$ cat src/pssc_pkg.sv
`timescale 1ns / 1ps
package pssc_pkg;

  // Fixed scale of the level input and timing constants
  localparam int unsigned LEVEL_FULL    = 2000;
  localparam int unsigned LIMIT_BONUS_S = 120;
  localparam int unsigned MS_PER_S      = 1000;

  localparam int unsigned LEVEL_W = 11;
  localparam int unsigned REQ_W   = 3;
  localparam int unsigned TIME_W  = 32;

  // Configuration register indexes
  localparam int unsigned CFG_IDX_W = 1;
  localparam logic [CFG_IDX_W-1:0] CFG_START_LEVEL = 1'd0;
  localparam logic [CFG_IDX_W-1:0] CFG_STOP_LEVEL  = 1'd1;

  // Request codes
  typedef enum logic [REQ_W-1:0] {
    REQ_EVAL        = 3'd0,
    REQ_START       = 3'd1,
    REQ_STOP        = 3'd2,
    REQ_FORCE_START = 3'd3,
    REQ_FORCE_STOP  = 3'd4
  } req_e;

  // One input word
  typedef struct packed {
    logic [REQ_W-1:0]   req_type;
    logic [TIME_W-1:0]  now_ms;
    logic [LEVEL_W-1:0] level;
    logic               reserve_ok;
    logic               sensor_fault;
    logic               wire_fault;
  } item_t;

  // Controller state (run limit kept apart, its width follows the parameters)
  typedef struct packed {
    logic              running;
    logic              timeout_fault;
    logic              dry_latched;
    logic [TIME_W-1:0] run_start_ms;
    logic [TIME_W-1:0] last_check_ms;
  } state_t;

endpackage

$ cat src/pssc_item_if.sv
`timescale 1ns / 1ps
interface pssc_item_if;
  logic        valid;
  logic        ready;
  logic [2:0]  req_type;
  logic [31:0] now_ms;
  logic [10:0] level;
  logic        reserve_ok;
  logic        sensor_fault;
  logic        wire_fault;

  modport source (
    output valid, req_type, now_ms, level, reserve_ok, sensor_fault, wire_fault,
    input  ready
  );
  modport sink (
    input  valid, req_type, now_ms, level, reserve_ok, sensor_fault, wire_fault,
    output ready
  );
endinterface

$ cat src/pssc_result_if.sv
`timescale 1ns / 1ps
interface pssc_result_if;
  logic valid;
  logic ready;
  logic relay_on;
  logic pump_on;
  logic relay_fault;
  logic reserve_lost;

  modport source (
    output valid, relay_on, pump_on, relay_fault, reserve_lost,
    input  ready
  );
  modport sink (
    input  valid, relay_on, pump_on, relay_fault, reserve_lost,
    output ready
  );
endinterface

$ cat src/pssc_decide.sv
`timescale 1ns / 1ps
module pssc_decide import pssc_pkg::*; #(
  parameter int unsigned CHECK_PERIOD_MS = 1000,
  parameter int unsigned LMS_W           = 26
) (
  input  item_t              item_i,
  input  logic [LEVEL_W-1:0] start_level_i,
  input  logic [LEVEL_W-1:0] stop_level_i,
  input  state_t             st_i,
  input  logic [LMS_W-1:0]   limit_ms_i,
  input  logic [LMS_W-1:0]   new_limit_ms_i,
  output state_t             st_o,
  output logic [LMS_W-1:0]   limit_ms_o
);

  localparam logic [TIME_W-1:0] CHECK_MS = TIME_W'(CHECK_PERIOD_MS);

  logic              reserve;
  logic              fault;
  logic [TIME_W-1:0] since_check;
  logic [TIME_W-1:0] run_time;
  logic              period_due;
  logic              timed_out;
  logic              can_start;
  logic              start;

  // Qualifiers used by the request decode below
  assign reserve     = item_i.reserve_ok & ~st_i.dry_latched;
  assign fault       = st_i.timeout_fault | item_i.sensor_fault | item_i.wire_fault;
  assign since_check = item_i.now_ms - st_i.last_check_ms;
  assign run_time    = item_i.now_ms - st_i.run_start_ms;
  assign period_due  = (since_check >= CHECK_MS);
  // elapsed/1000 >= limit_s is the same as elapsed >= limit_s*1000
  assign timed_out   = (run_time >= TIME_W'(limit_ms_i));
  assign can_start   = (item_i.level < stop_level_i) & ~st_i.running & reserve & ~fault;

  // Request decode and state update
  always_comb begin
    st_o  = st_i;
    start = 1'b0;
    unique case (req_e'(item_i.req_type))
      REQ_EVAL: begin
        if (!reserve) begin
          st_o.running = 1'b0;
        end else if (period_due) begin
          if (fault) begin
            st_o.running       = 1'b0;
            st_o.last_check_ms = item_i.now_ms;
          end else if (st_i.running) begin
            if (item_i.level >= stop_level_i) begin
              st_o.running = 1'b0;
            end
            if (timed_out) begin
              st_o.running       = 1'b0;
              st_o.timeout_fault = 1'b1;
              if (item_i.level <= stop_level_i) begin
                st_o.dry_latched = 1'b1;
              end
            end
            st_o.last_check_ms = item_i.now_ms;
          end else if (item_i.level <= start_level_i) begin
            // starting leaves the check time alone
            start = can_start;
          end else begin
            st_o.last_check_ms = item_i.now_ms;
          end
        end
      end
      REQ_START:                 start = can_start;
      REQ_STOP, REQ_FORCE_STOP:  st_o.running = 1'b0;
      REQ_FORCE_START:           start = 1'b1;
      default: ;
    endcase
    if (start) begin
      st_o.running      = 1'b1;
      st_o.run_start_ms = item_i.now_ms;
    end
  end

  assign limit_ms_o = start ? new_limit_ms_i : limit_ms_i;

endmodule

$ cat src/pump_start_stop_controller_top.sv
`timescale 1ns / 1ps
// Pump start/stop controller.
// item_i carries one control sample per word: request code, time in ms,
// tank level and fault flags. result_o returns one word per sample with the
// relay drive, the running status and the two latched fault flags.
// cfg_we_i/cfg_idx_i/cfg_data_i write the start and stop levels; write them
// only while no word is in flight.
// A word taken from item_i passes the stage 1, 2 and 3 registers and the
// result register. The first two stages work out the run limit for the
// sample's level (one constant multiply, then a reciprocal multiply for the
// divide by 2000); the third updates the controller state and loads the
// result. Throughput: one word per cycle while result_o is not held; each
// stage forwards whenever the next one is free, so bubbles close up.
// Stall: while result_o is held, up to three more words are taken in before
// item_i.ready falls.
// Reset: pump off, faults clear, start level 0, stop level 2000, pipeline
// empty; the latched faults clear only by reset.
module pump_start_stop_controller_top import pssc_pkg::*; #(
  parameter int unsigned FULL_FILL_SECONDS = 1800,
  parameter int unsigned CHECK_PERIOD_MS   = 1000
) (
  input  logic                 clk_i,
  input  logic                 rst_ni,
  pssc_item_if.sink            item_i,
  pssc_result_if.source        result_o,
  input  logic                 cfg_we_i,
  input  logic [CFG_IDX_W-1:0] cfg_idx_i,
  input  logic [LEVEL_W-1:0]   cfg_data_i
);

  // Widths of the run limit path
  localparam int unsigned P_W     = $clog2(FULL_FILL_SECONDS * LEVEL_FULL + 1);
  localparam int unsigned A_W     = P_W - 4;
  localparam int unsigned K       = A_W + 7;
  localparam int unsigned M_W     = K - 6;
  localparam longint unsigned RECIP_L = ((64'd1 << K) + 64'd124) / 64'd125;
  localparam logic [M_W-1:0] RECIP = M_W'(RECIP_L);
  localparam int unsigned Q_W     = $clog2(FULL_FILL_SECONDS + 1);
  localparam int unsigned LIM_MAX = (FULL_FILL_SECONDS > 2 * LIMIT_BONUS_S) ?
                                    FULL_FILL_SECONDS : 2 * LIMIT_BONUS_S;
  localparam int unsigned LIM_W   = $clog2(LIM_MAX + 1);
  localparam int unsigned LMS_W   = $clog2(LIM_MAX * MS_PER_S + 1);

  item_t s1_item_q, s2_item_q, s3_item_q;
  logic  s1_vld_q, s2_vld_q, s3_vld_q, out_vld_q;
  logic  load_out, move2, move1, take_in;
  logic  free3, free2;

  logic [LEVEL_W-1:0] lvl_clamp;
  logic [LEVEL_W-1:0] lvl_room;
  logic [P_W-1:0]     prod_d, prod_q;
  logic [A_W-1:0]     prod_div16;
  logic [A_W+M_W-1:0] recip_prod;
  logic [Q_W-1:0]     quot_d, quot_q;
  logic [LIM_W-1:0]   lim_s;
  logic [LMS_W-1:0]   lim_ms;

  logic [LEVEL_W-1:0] start_level_q, stop_level_q;
  state_t             st_q, st_d;
  logic [LMS_W-1:0]   limit_ms_q, limit_ms_d;

  // Pipeline flow: each stage moves when the one after it is free
  assign load_out = s3_vld_q & (~out_vld_q | result_o.ready);
  assign free3    = ~s3_vld_q | load_out;
  assign move2    = s2_vld_q & free3;
  assign free2    = ~s2_vld_q | move2;
  assign move1    = s1_vld_q & free2;
  assign item_i.ready = ~s1_vld_q | move1;
  assign take_in  = item_i.valid & item_i.ready;

  always_ff @(posedge clk_i or negedge rst_ni) begin
    if (!rst_ni) begin
      s1_vld_q  <= 1'b0;
      s2_vld_q  <= 1'b0;
      s3_vld_q  <= 1'b0;
      out_vld_q <= 1'b0;
    end else begin
      if (item_i.ready) s1_vld_q <= item_i.valid;
      if (free2)        s2_vld_q <= s1_vld_q;
      if (free3)        s3_vld_q <= s2_vld_q;
      if (load_out) begin
        out_vld_q <= 1'b1;
      end else if (result_o.ready) begin
        out_vld_q <= 1'b0;
      end
    end
  end

  // Stage 1: room left in the tank times the full fill time
  always_ff @(posedge clk_i) begin
    if (take_in) begin
      s1_item_q.req_type     <= item_i.req_type;
      s1_item_q.now_ms       <= item_i.now_ms;
      s1_item_q.level        <= item_i.level;
      s1_item_q.reserve_ok   <= item_i.reserve_ok;
      s1_item_q.sensor_fault <= item_i.sensor_fault;
      s1_item_q.wire_fault   <= item_i.wire_fault;
    end
  end

  // Levels above full count as full for the limit; the raw level goes on
  // for the compares
  assign lvl_clamp = (s1_item_q.level > LEVEL_W'(LEVEL_FULL)) ? LEVEL_W'(LEVEL_FULL)
                                                              : s1_item_q.level;
  assign lvl_room  = LEVEL_W'(LEVEL_FULL) - lvl_clamp;
  assign prod_d    = P_W'(FULL_FILL_SECONDS) * P_W'(lvl_room);

  always_ff @(posedge clk_i) begin
    if (move1) begin
      s2_item_q <= s1_item_q;
      prod_q    <= prod_d;
    end
  end

  // Stage 2: divide by 2000 as a shift by 4 and a reciprocal multiply for 125
  assign prod_div16 = A_W'(prod_q >> 4);
  assign recip_prod = (A_W+M_W)'(prod_div16) * (A_W+M_W)'(RECIP);
  assign quot_d     = Q_W'(recip_prod >> K);

  always_ff @(posedge clk_i) begin
    if (move2) begin
      s3_item_q <= s2_item_q;
      quot_q    <= quot_d;
    end
  end

  // Stage 3: short runs get the bonus, limit kept in ms
  assign lim_s  = (LIM_W'(quot_q) <= LIM_W'(LIMIT_BONUS_S)) ?
                  LIM_W'(quot_q) + LIM_W'(LIMIT_BONUS_S) : LIM_W'(quot_q);
  assign lim_ms = LMS_W'(lim_s) * LMS_W'(MS_PER_S);

  pssc_decide #(
    .CHECK_PERIOD_MS (CHECK_PERIOD_MS),
    .LMS_W           (LMS_W)
  ) u_decide (
    .item_i         (s3_item_q),
    .start_level_i  (start_level_q),
    .stop_level_i   (stop_level_q),
    .st_i           (st_q),
    .limit_ms_i     (limit_ms_q),
    .new_limit_ms_i (lim_ms),
    .st_o           (st_d),
    .limit_ms_o     (limit_ms_d)
  );

  // Controller state, updated as each word enters the result register
  always_ff @(posedge clk_i or negedge rst_ni) begin
    if (!rst_ni) begin
      st_q       <= '0;
      limit_ms_q <= '0;
    end else if (load_out) begin
      st_q       <= st_d;
      limit_ms_q <= limit_ms_d;
    end
  end

  // Configuration registers
  always_ff @(posedge clk_i or negedge rst_ni) begin
    if (!rst_ni) begin
      start_level_q <= '0;
      stop_level_q  <= LEVEL_W'(LEVEL_FULL);
    end else if (cfg_we_i) begin
      unique case (cfg_idx_i)
        CFG_START_LEVEL: start_level_q <= cfg_data_i;
        CFG_STOP_LEVEL:  stop_level_q  <= cfg_data_i;
        default: ;
      endcase
    end
  end

  // State only moves when a new result loads, so it doubles as the result word
  assign result_o.valid        = out_vld_q;
  assign result_o.relay_on     = st_q.running;
  assign result_o.pump_on      = st_q.running;
  assign result_o.relay_fault  = st_q.timeout_fault;
  assign result_o.reserve_lost = st_q.dry_latched;

endmodule
$ cat src/flat_wrapper.sv
// flat-port wrapper written by rule: the top's interface ports become plain ports
module pump_start_stop_controller_top_flat import pssc_pkg::*;
#(
  parameter int unsigned FULL_FILL_SECONDS = 1800,
  parameter int unsigned CHECK_PERIOD_MS   = 1000
)
  (clk_i, rst_ni, cfg_we_i, cfg_idx_i, cfg_data_i, item_i_valid, item_i_req_type, item_i_now_ms, item_i_level, item_i_reserve_ok, item_i_sensor_fault, item_i_wire_fault, item_i_ready, result_o_valid, result_o_relay_on, result_o_pump_on, result_o_relay_fault, result_o_reserve_lost, result_o_ready);
  pssc_item_if item_i_i ();
  pssc_result_if result_o_i ();
  input  logic clk_i;
  input  logic rst_ni;
  input  logic cfg_we_i;
  input  logic [CFG_IDX_W-1:0] cfg_idx_i;
  input  logic [LEVEL_W-1:0] cfg_data_i;
  input wire logic [$bits(item_i_i.valid)-1:0] item_i_valid;
  input wire logic [$bits(item_i_i.req_type)-1:0] item_i_req_type;
  input wire logic [$bits(item_i_i.now_ms)-1:0] item_i_now_ms;
  input wire logic [$bits(item_i_i.level)-1:0] item_i_level;
  input wire logic [$bits(item_i_i.reserve_ok)-1:0] item_i_reserve_ok;
  input wire logic [$bits(item_i_i.sensor_fault)-1:0] item_i_sensor_fault;
  input wire logic [$bits(item_i_i.wire_fault)-1:0] item_i_wire_fault;
  output wire logic [$bits(item_i_i.ready)-1:0] item_i_ready;
  output wire logic [$bits(result_o_i.valid)-1:0] result_o_valid;
  output wire logic [$bits(result_o_i.relay_on)-1:0] result_o_relay_on;
  output wire logic [$bits(result_o_i.pump_on)-1:0] result_o_pump_on;
  output wire logic [$bits(result_o_i.relay_fault)-1:0] result_o_relay_fault;
  output wire logic [$bits(result_o_i.reserve_lost)-1:0] result_o_reserve_lost;
  input wire logic [$bits(result_o_i.ready)-1:0] result_o_ready;
  assign item_i_i.valid = item_i_valid;
  assign item_i_i.req_type = item_i_req_type;
  assign item_i_i.now_ms = item_i_now_ms;
  assign item_i_i.level = item_i_level;
  assign item_i_i.reserve_ok = item_i_reserve_ok;
  assign item_i_i.sensor_fault = item_i_sensor_fault;
  assign item_i_i.wire_fault = item_i_wire_fault;
  assign item_i_ready = item_i_i.ready;
  assign result_o_valid = result_o_i.valid;
  assign result_o_relay_on = result_o_i.relay_on;
  assign result_o_pump_on = result_o_i.pump_on;
  assign result_o_relay_fault = result_o_i.relay_fault;
  assign result_o_reserve_lost = result_o_i.reserve_lost;
  assign result_o_i.ready = result_o_ready;
  pump_start_stop_controller_top #(.FULL_FILL_SECONDS(FULL_FILL_SECONDS), .CHECK_PERIOD_MS(CHECK_PERIOD_MS)) u_core (.clk_i(clk_i), .rst_ni(rst_ni), .item_i(item_i_i), .result_o(result_o_i), .cfg_we_i(cfg_we_i), .cfg_idx_i(cfg_idx_i), .cfg_data_i(cfg_data_i));
endmodule
$ cat config.mk
export PLATFORM = sky130hd
export DESIGN_NAME = pump_start_stop_controller_top_flat
export DESIGN_NICKNAME = d
export VERILOG_FILES = /design/src/pssc_pkg.sv /design/src/pssc_item_if.sv /design/src/pssc_result_if.sv /design/src/pssc_decide.sv /design/src/pump_start_stop_controller_top.sv /design/src/flat_wrapper.sv
export SDC_FILE = /design/constraint.sdc
export NUM_CORES = 1
export LEC_CHECK = 0
export BUFFER_PORTS_ARGS = -buffer_cell sky130_fd_sc_hd__buf_2
export CAP_MARGIN = 20
export CORE_ASPECT_RATIO = 1.25
export CORE_MARGIN = 5
export CORE_UTILIZATION = 25
export CTS_CLUSTER_DIAMETER = 60
export DETAILED_ROUTE_END_ITERATION = 6
export PLACE_DENSITY = 0.39
export SYNTH_ARGS = -nofsm -noshare
export SYNTH_HDL_FRONTEND = slang
export SYNTH_HIERARCHICAL = 1
export SYNTH_SLANG_ARGS = --single-unit
$ cat constraint.sdc
create_clock -name clk_i -period 14.7 [get_ports clk_i]
set_input_delay 2.94 -clock clk_i [delete_from_list [all_inputs] [get_ports clk_i]]
set_output_delay 2.94 -clock clk_i [all_outputs]
set_load 0.02 [all_outputs]
==> results.cfg, run 1 <==
[timing]
finClkSkew_ns = 0.0422
rsz0062_at_grt = no
whs_ns = 0.417
final-setup-viol-count = 0
slew_viol_final = 0
max_freq_ghz = 0.152
fin_setup_tns_ns = 0
timing_hold_violations_final = 0
tightest_slew_ns = 1.03
finalCritPeriodShare_pct = 44.8
timing.slew.headroom_pct = 31.4
period_minus_slack_ns = 6.59

[synthesis]
synth_warnings = 6
netlist_top_cells_area = edfxtp_1 23%, ha_1 18%, dfrtp_1 12%
netlist_instances = 2150
synth_common_cells = 350 x inv_1, 346 x ha_1, 176 x edfxtp_1, 147 x mux2_2, 108 x dfrtp_1
synth_area_leader_cell = edfxtp_1
postSynth.asyncResetShare_pct = 39.3
synth_area_sq_um = 23500
yosysMostFrequentCell = inv_1
ys.flop_type = edfxtp_1
ys_seq_area_share_pct = 34.7
synth_cell_types = 97
synth_edf_count = 176
synth_top_area_share_pct = 22.5
avgSynthCellArea_sq_um = 10.9
ys_ff_latch = 290

[clocking]
cts_setup_buffers = 0
cts_tree = done
postCtsResizedCells = 0
clk_latency_ns = 0.58
path_clk_slew_ns = 0.06
clkSinkCount = 290
max-clock-path-buffers = 3
h-tree-depth = 2
numCtsBuffers = 41
root_buffer = clkbuf_16
hold_buffers = 0

[run_status]
status = complete, no violations

[cells_and_area]
nets = 2726
fillers = 9640
synthToLayoutAreaGrowth_pct = 12.9
antenna_cells = 0
drive_gt1_share_pct = 17.4

[detailed_routing]
vias = 15800
first_pass_iters = 5
via_per_inst = 4.56
routedWlPerCell_microns = 16.5
antenna_left = 0
drcViolationCount = 0
routed_wl_mm = 57.3
drt_iter0_markers = 514

[floorplan]
core_sq_um = 93100
die_x_microns = 284
dieArea_sq_um = 100000
start_util_pct = 25.2
num_rows = 125
io_pins = 72
die_y_microns = 353

[placed_design]
dp_hpwl_mm = 44.1
place_congestion = 0.821
port_buffers = 71

[global_routing]
grt.overflow.total = 0
grt.total_usage_pct = 11.2
antenna_found_initial = 1
use_met1_pct = 13.2
grt_use_met3_pct = 1.82
grt_max_degree = 62
grtUsageMet2_pct = 20.6
grt_pass1_wl_mm = 91.1
grt_pass1_vias = 16800
top_usage_layer = met2

[flow_run]
drv_cap = 0

[worst_setup_path]
cp.required_ns = 11.76
critical_path.endpoint_type = output pin
cp-start-kind = input pin
worstSetupPathType = in2out
regToRegSetupSlack_ns = 8.40
path_max_fanout = 5
arrival_ns = 3.65

[hold_path]
hold_class = reg2reg
-- layout make-up --
cell class | count | area, sq um | area share [%]
multi-input combinational | 1463 | 13800 | 51.9
sequential | 290 | 8150 | 30.7
tap | 1206 | 1510 | 5.69
inverter | 350 | 1310 | 4.96
clock buffer | 52 | 1110 | 4.18
timing repair buffer | 79 | 418 | 1.58
clock inverter | 24 | 267 | 1.01
-- routing by layer --
| layer | up-vias | wire length [microns] |
|---|---|---|
| li1 | 7733 | - |
| met1 | 7750 | 24300 |
| met2 | 222 | 29100 |
| met3 | 107 | 1790 |
| met4 | 0 | 2100 |
| met5 | - | 0 |
-- stage by stage --
stage	worst slack, ns	std cells	instance area, sq um	util (%)
6_report	8.11	3464	26500	28.5
3_3_place_gp	8.14	3387	25100	27.0
5_1_grt	7.85	3464	26500	28.5
2_1_floorplan	8.33	2152	23500	-
3_5_place_dp	8.11	3387	25100	27.0
4_1_cts	8.10	3463	26500	28.5
-- critical path, stage by stage --
cell     delay (ns)
buf_2          0.10
nor2b_1        0.24
nand4_1        0.18
buf_2          0.19
-- path summary, 6_finish.rpt --
check | startpoint | end | depth (start not counted)
hold / removal | u_core/s2_item_q[38] | u_core/s3_item_q[38] | 0
max in group asynchronous | rst_ni | u_core/limit_ms_q[9] | 2
setup reg to reg | u_core/quot_q[8] | u_core/limit_ms_q[20] | 18
min in group asynchronous | rst_ni | u_core/st_q[36] | 1
hold reg to reg | u_core/s2_item_q[38] | u_core/s3_item_q[38] | 0
setup / recovery | result_o_ready | item_i_ready | 4
-- cells by family (layout without fill, tap and decap cells) --
kind of cell	after synthesis	after routing	share of synthesized area, %
compound gates	365	365	10.6
other cells	1	3	0.0160
fa+ha+maj	436	436	26.1
flops	290	290	34.7
xor+xnor	89	89	3.35
simple gates	368	368	7.98
mux	202	202	10.4
buf+inv	399	505	6.88
-- state kept, by name (all words and copies together), names as in the netlist, 11 cells and up --
signal,cells
u_core/s1_item_q,49
u_core/quot_q,11
u_core/s3_item_q,49
u_core/s2_item_q,49
u_core/limit_ms_q,21
u_core/prod_q,18
u_core/st_q,64
u_core/stop_level_q,11
u_core/start_level_q,11
-- placed cells by master, fill, tap and decap left out, drive strengths merged, types with 6 or more instances in the layout --
master | Yosys | layout
a21o | 46 | 46
o221ai | 8 | 8
a211oi | 15 | 15
a31oi | 15 | 15
mux2i | 7 | 7
inv | 350 | 357
o31ai | 9 | 9
nor3 | 27 | 27
clkinv | 0 | 10
ha | 346 | 346
a31o | 7 | 7
mux2 | 195 | 195
a21oi | 101 | 101
o21ai | 68 | 68
xor2 | 31 | 31
nor2 | 93 | 93
nor3b | 9 | 9
nor2b | 14 | 14
a211o | 7 | 7
clkbuf | 24 | 52
fa | 89 | 89
and2 | 8 | 8
o21a | 22 | 22
o211ai | 11 | 11
nand2b | 14 | 14
and3 | 20 | 20
edfxtp | 176 | 176
xnor2 | 58 | 58
nand2 | 85 | 85
dfrtp | 108 | 108
nand4 | 23 | 23
buf | 25 | 79
dfstp | 6 | 6
nor4 | 11 | 11
a2111oi | 7 | 7
nand3 | 35 | 35
Power of run 1 is left out: the tool's default activity adds up to more than one toggle a clock period on the data nets, which glitch-free logic cannot reach.
==> run 2: changes to the inputs <==
--- a/config.mk
+++ b/config.mk
@@ -5,6 +5,7 @@
 export SDC_FILE = /design/constraint.sdc
 export NUM_CORES = 1
 export LEC_CHECK = 0
+export ABC_AREA = 1
 export BUFFER_PORTS_ARGS = -buffer_cell sky130_fd_sc_hd__buf_2
 export CAP_MARGIN = 20
 export CORE_ASPECT_RATIO = 1.25
==> constraint.sdc (replaced) <==
create_clock -name clk_i -period 6.1 [get_ports clk_i]
set_input_delay 1.22 -clock clk_i [delete_from_list [all_inputs] [get_ports clk_i]]
set_output_delay 1.22 -clock clk_i [all_outputs]
set_load 0.02 [all_outputs]
==> results.cfg, run 2 <==
[timing]
tightest_slew_ns = 1.01
period_minus_slack_ns = 5.42
timing_hold_violations_final = 0
finalCritPeriodShare_pct = 88.8
final-setup-viol-count = 0
finClkSkew_ns = 0.0480
rsz0062_at_grt = no
slew_viol_final = 0
fin_setup_tns_ns = 0
max_freq_ghz = 0.185
timing.slew.headroom_pct = 32.9

[floorplan]
io_pins = 72
dieArea_sq_um = 109000
core_sq_um = 102000
die_x_microns = 296
die_y_microns = 368
start_util_pct = 25.1
num_rows = 131

[synthesis]
netlist_instances = 3183
synth_edf_count = 176
netlist_top_cells_area = edfxtp_1 21%, ha_1 17%, nand2_1 13%
ys.flop_type = edfxtp_1
synth_common_cells = 868 x nand2_1, 646 x inv_1, 346 x ha_1, 206 x nand3_1, 184 x nor2_1
postSynth.asyncResetShare_pct = 39.3
yosysMostFrequentCell = nand2_1
synth_top_area_share_pct = 20.6
synth_warnings = 6
ys_ff_latch = 290
synth_cell_types = 55
synth_area_leader_cell = edfxtp_1
avgSynthCellArea_sq_um = 8.05
ys_seq_area_share_pct = 31.8
synth_area_sq_um = 25600

[detailed_routing]
wl_met1_mm = 29.2
routed_wl_mm = 70.3
top_layer = met5
drt_iter0_markers = 812
route.met3.wl_mm = 1.55
routedWlPerCell_microns = 15.2
dr_wl_met2_mm = 38.0
drcViolationCount = 0
first_pass_iters = 4
via_per_inst = 4.29
vias = 19900
antenna_left = 0

[cells_and_area]
layout_common_cells = 867 x nand2_1, 644 x inv_1, 346 x ha_1
drive_gt1_share_pct = 9.13
largest_reg_flops = 64
register_area_sq_um = 8150
antenna_cells = 0
instances_no_fill = 4638
nets = 3775
fillers = 11200
largest_register = u_core/st_q
fin_area_sq_um = 29000
multi_input_area_sq_um = 14800
final_util_pct = 28.5
synthToLayoutAreaGrowth_pct = 13.2
final_common_cell = nand2_1

[flow_run]
drv_cap = 0

[hold_path]
hold_class = reg2reg

[global_routing]
grt_pass1_wl_mm = 113
grt_pass1_vias = 21000
grt.overflow.total = 0
grt_max_degree = 66
grt.total_usage_pct = 13.0
antenna_found_initial = 1

[clocking]
clkSinkCount = 290
clk_latency_ns = 0.59
path_clk_slew_ns = 0.06
h-tree-depth = 2
hold_buffers = 0
root_buffer = clkbuf_16
numCtsBuffers = 42
postCtsResizedCells = 0
max-clock-path-buffers = 3
cts_setup_buffers = 0
cts_tree = done

[worst_setup_path]
arrival_ns = 5.86
critical_path.endpoint_type = flip-flop
path_max_fanout = 6
cp-start-kind = flip-flop
worstSetupPathType = reg2reg
cp.required_ns = 6.54

[placed_design]
port_buffers = 71
placedCellCount = 4560
place_area_sq_um = 27600
place_congestion = 0.840
dp_hpwl_mm = 57.5

[run_status]
status = complete, no violations
## run 2: through the flow
stage / hold slack, ns / setup WS (ns)
after floorplan: 0.400 / 0.849
after global placement: 0.400 / 0.671
after detailed placement: 0.405 / 0.655
after CTS: 0.371 / 0.614
after global routing: 0.381 / 0.102
final: 0.380 / 0.682
## run 2: cell families (layout without fill, tap and decap cells)
kind of cell / count (synthesis) / after routing / synth area share, %
and+or+nand+nor: 1369 / 1369 / 22.4
buffers and inverters: 697 / 820 / 10.6
adders and majority gates: 435 / 435 / 23.9
DFF: 290 / 290 / 31.8
AOI/OAI and AO/OA: 241 / 241 / 5.27
muxes: 88 / 88 / 3.87
xor gates and xnor gates: 62 / 62 / 2.28
other: 1 / 3 / 0.0146
## run 2: final timing paths
kind,startpoint,cells past startpoint,endpoint,slack [ns]
max in group asynchronous,rst_ni,2,u_core/s1_vld_q,4.27
hold reg to reg,u_core/s2_item_q[27],0,u_core/s3_item_q[27],0.38
setup reg to reg,u_core/quot_q[1],23,u_core/limit_ms_q[20],0.68
setup / recovery,u_core/quot_q[1],23,u_core/limit_ms_q[20],0.68
hold / removal,u_core/s2_item_q[27],0,u_core/s3_item_q[27],0.38
min in group asynchronous,rst_ni,1,u_core/st_q[24],0.61
## run 2: per-layer routing
layer,GRT usage (%),vias to the layer above
met5,0,-
met4,2.90,2
met3,1.54,91
met2,25.4,166
met1,14.9,9306
li1,-,10300
## run 2: area by class of cell
class	count	area share (%)
Inverter	656	8.49
Clock inverter	27	1.22
Multi-Input combinational cell	2198	51.0
Clock buffer	51	3.81
Timing Repair Buffer	86	1.63
Tap cell	1330	5.74
Sequential cell	290	28.1
## run 2: worst max-delay path: stages, from the launching register on
cell	delay, ns
edfxtp_1	0.50
inv_1	0.09
ha_1	0.15
nand4_1	0.09
nand4_1	0.08
nand2_1	0.14
nor4_1	0.27
xor2_1	0.25
inv_1	0.12
fa_1	0.53
inv_1	0.06
fa_1	0.52
fa_1	0.45
fa_1	0.51
inv_1	0.04
ha_1	0.37
a21oi_1	0.26
nor2_1	0.06
nor2_1	0.11
o2111ai_1	0.13
xor2_1	0.16
nand2_1	0.07
nand2_1	0.06
mux2_2	0.25
Power of run 2 is left out for the same reason.
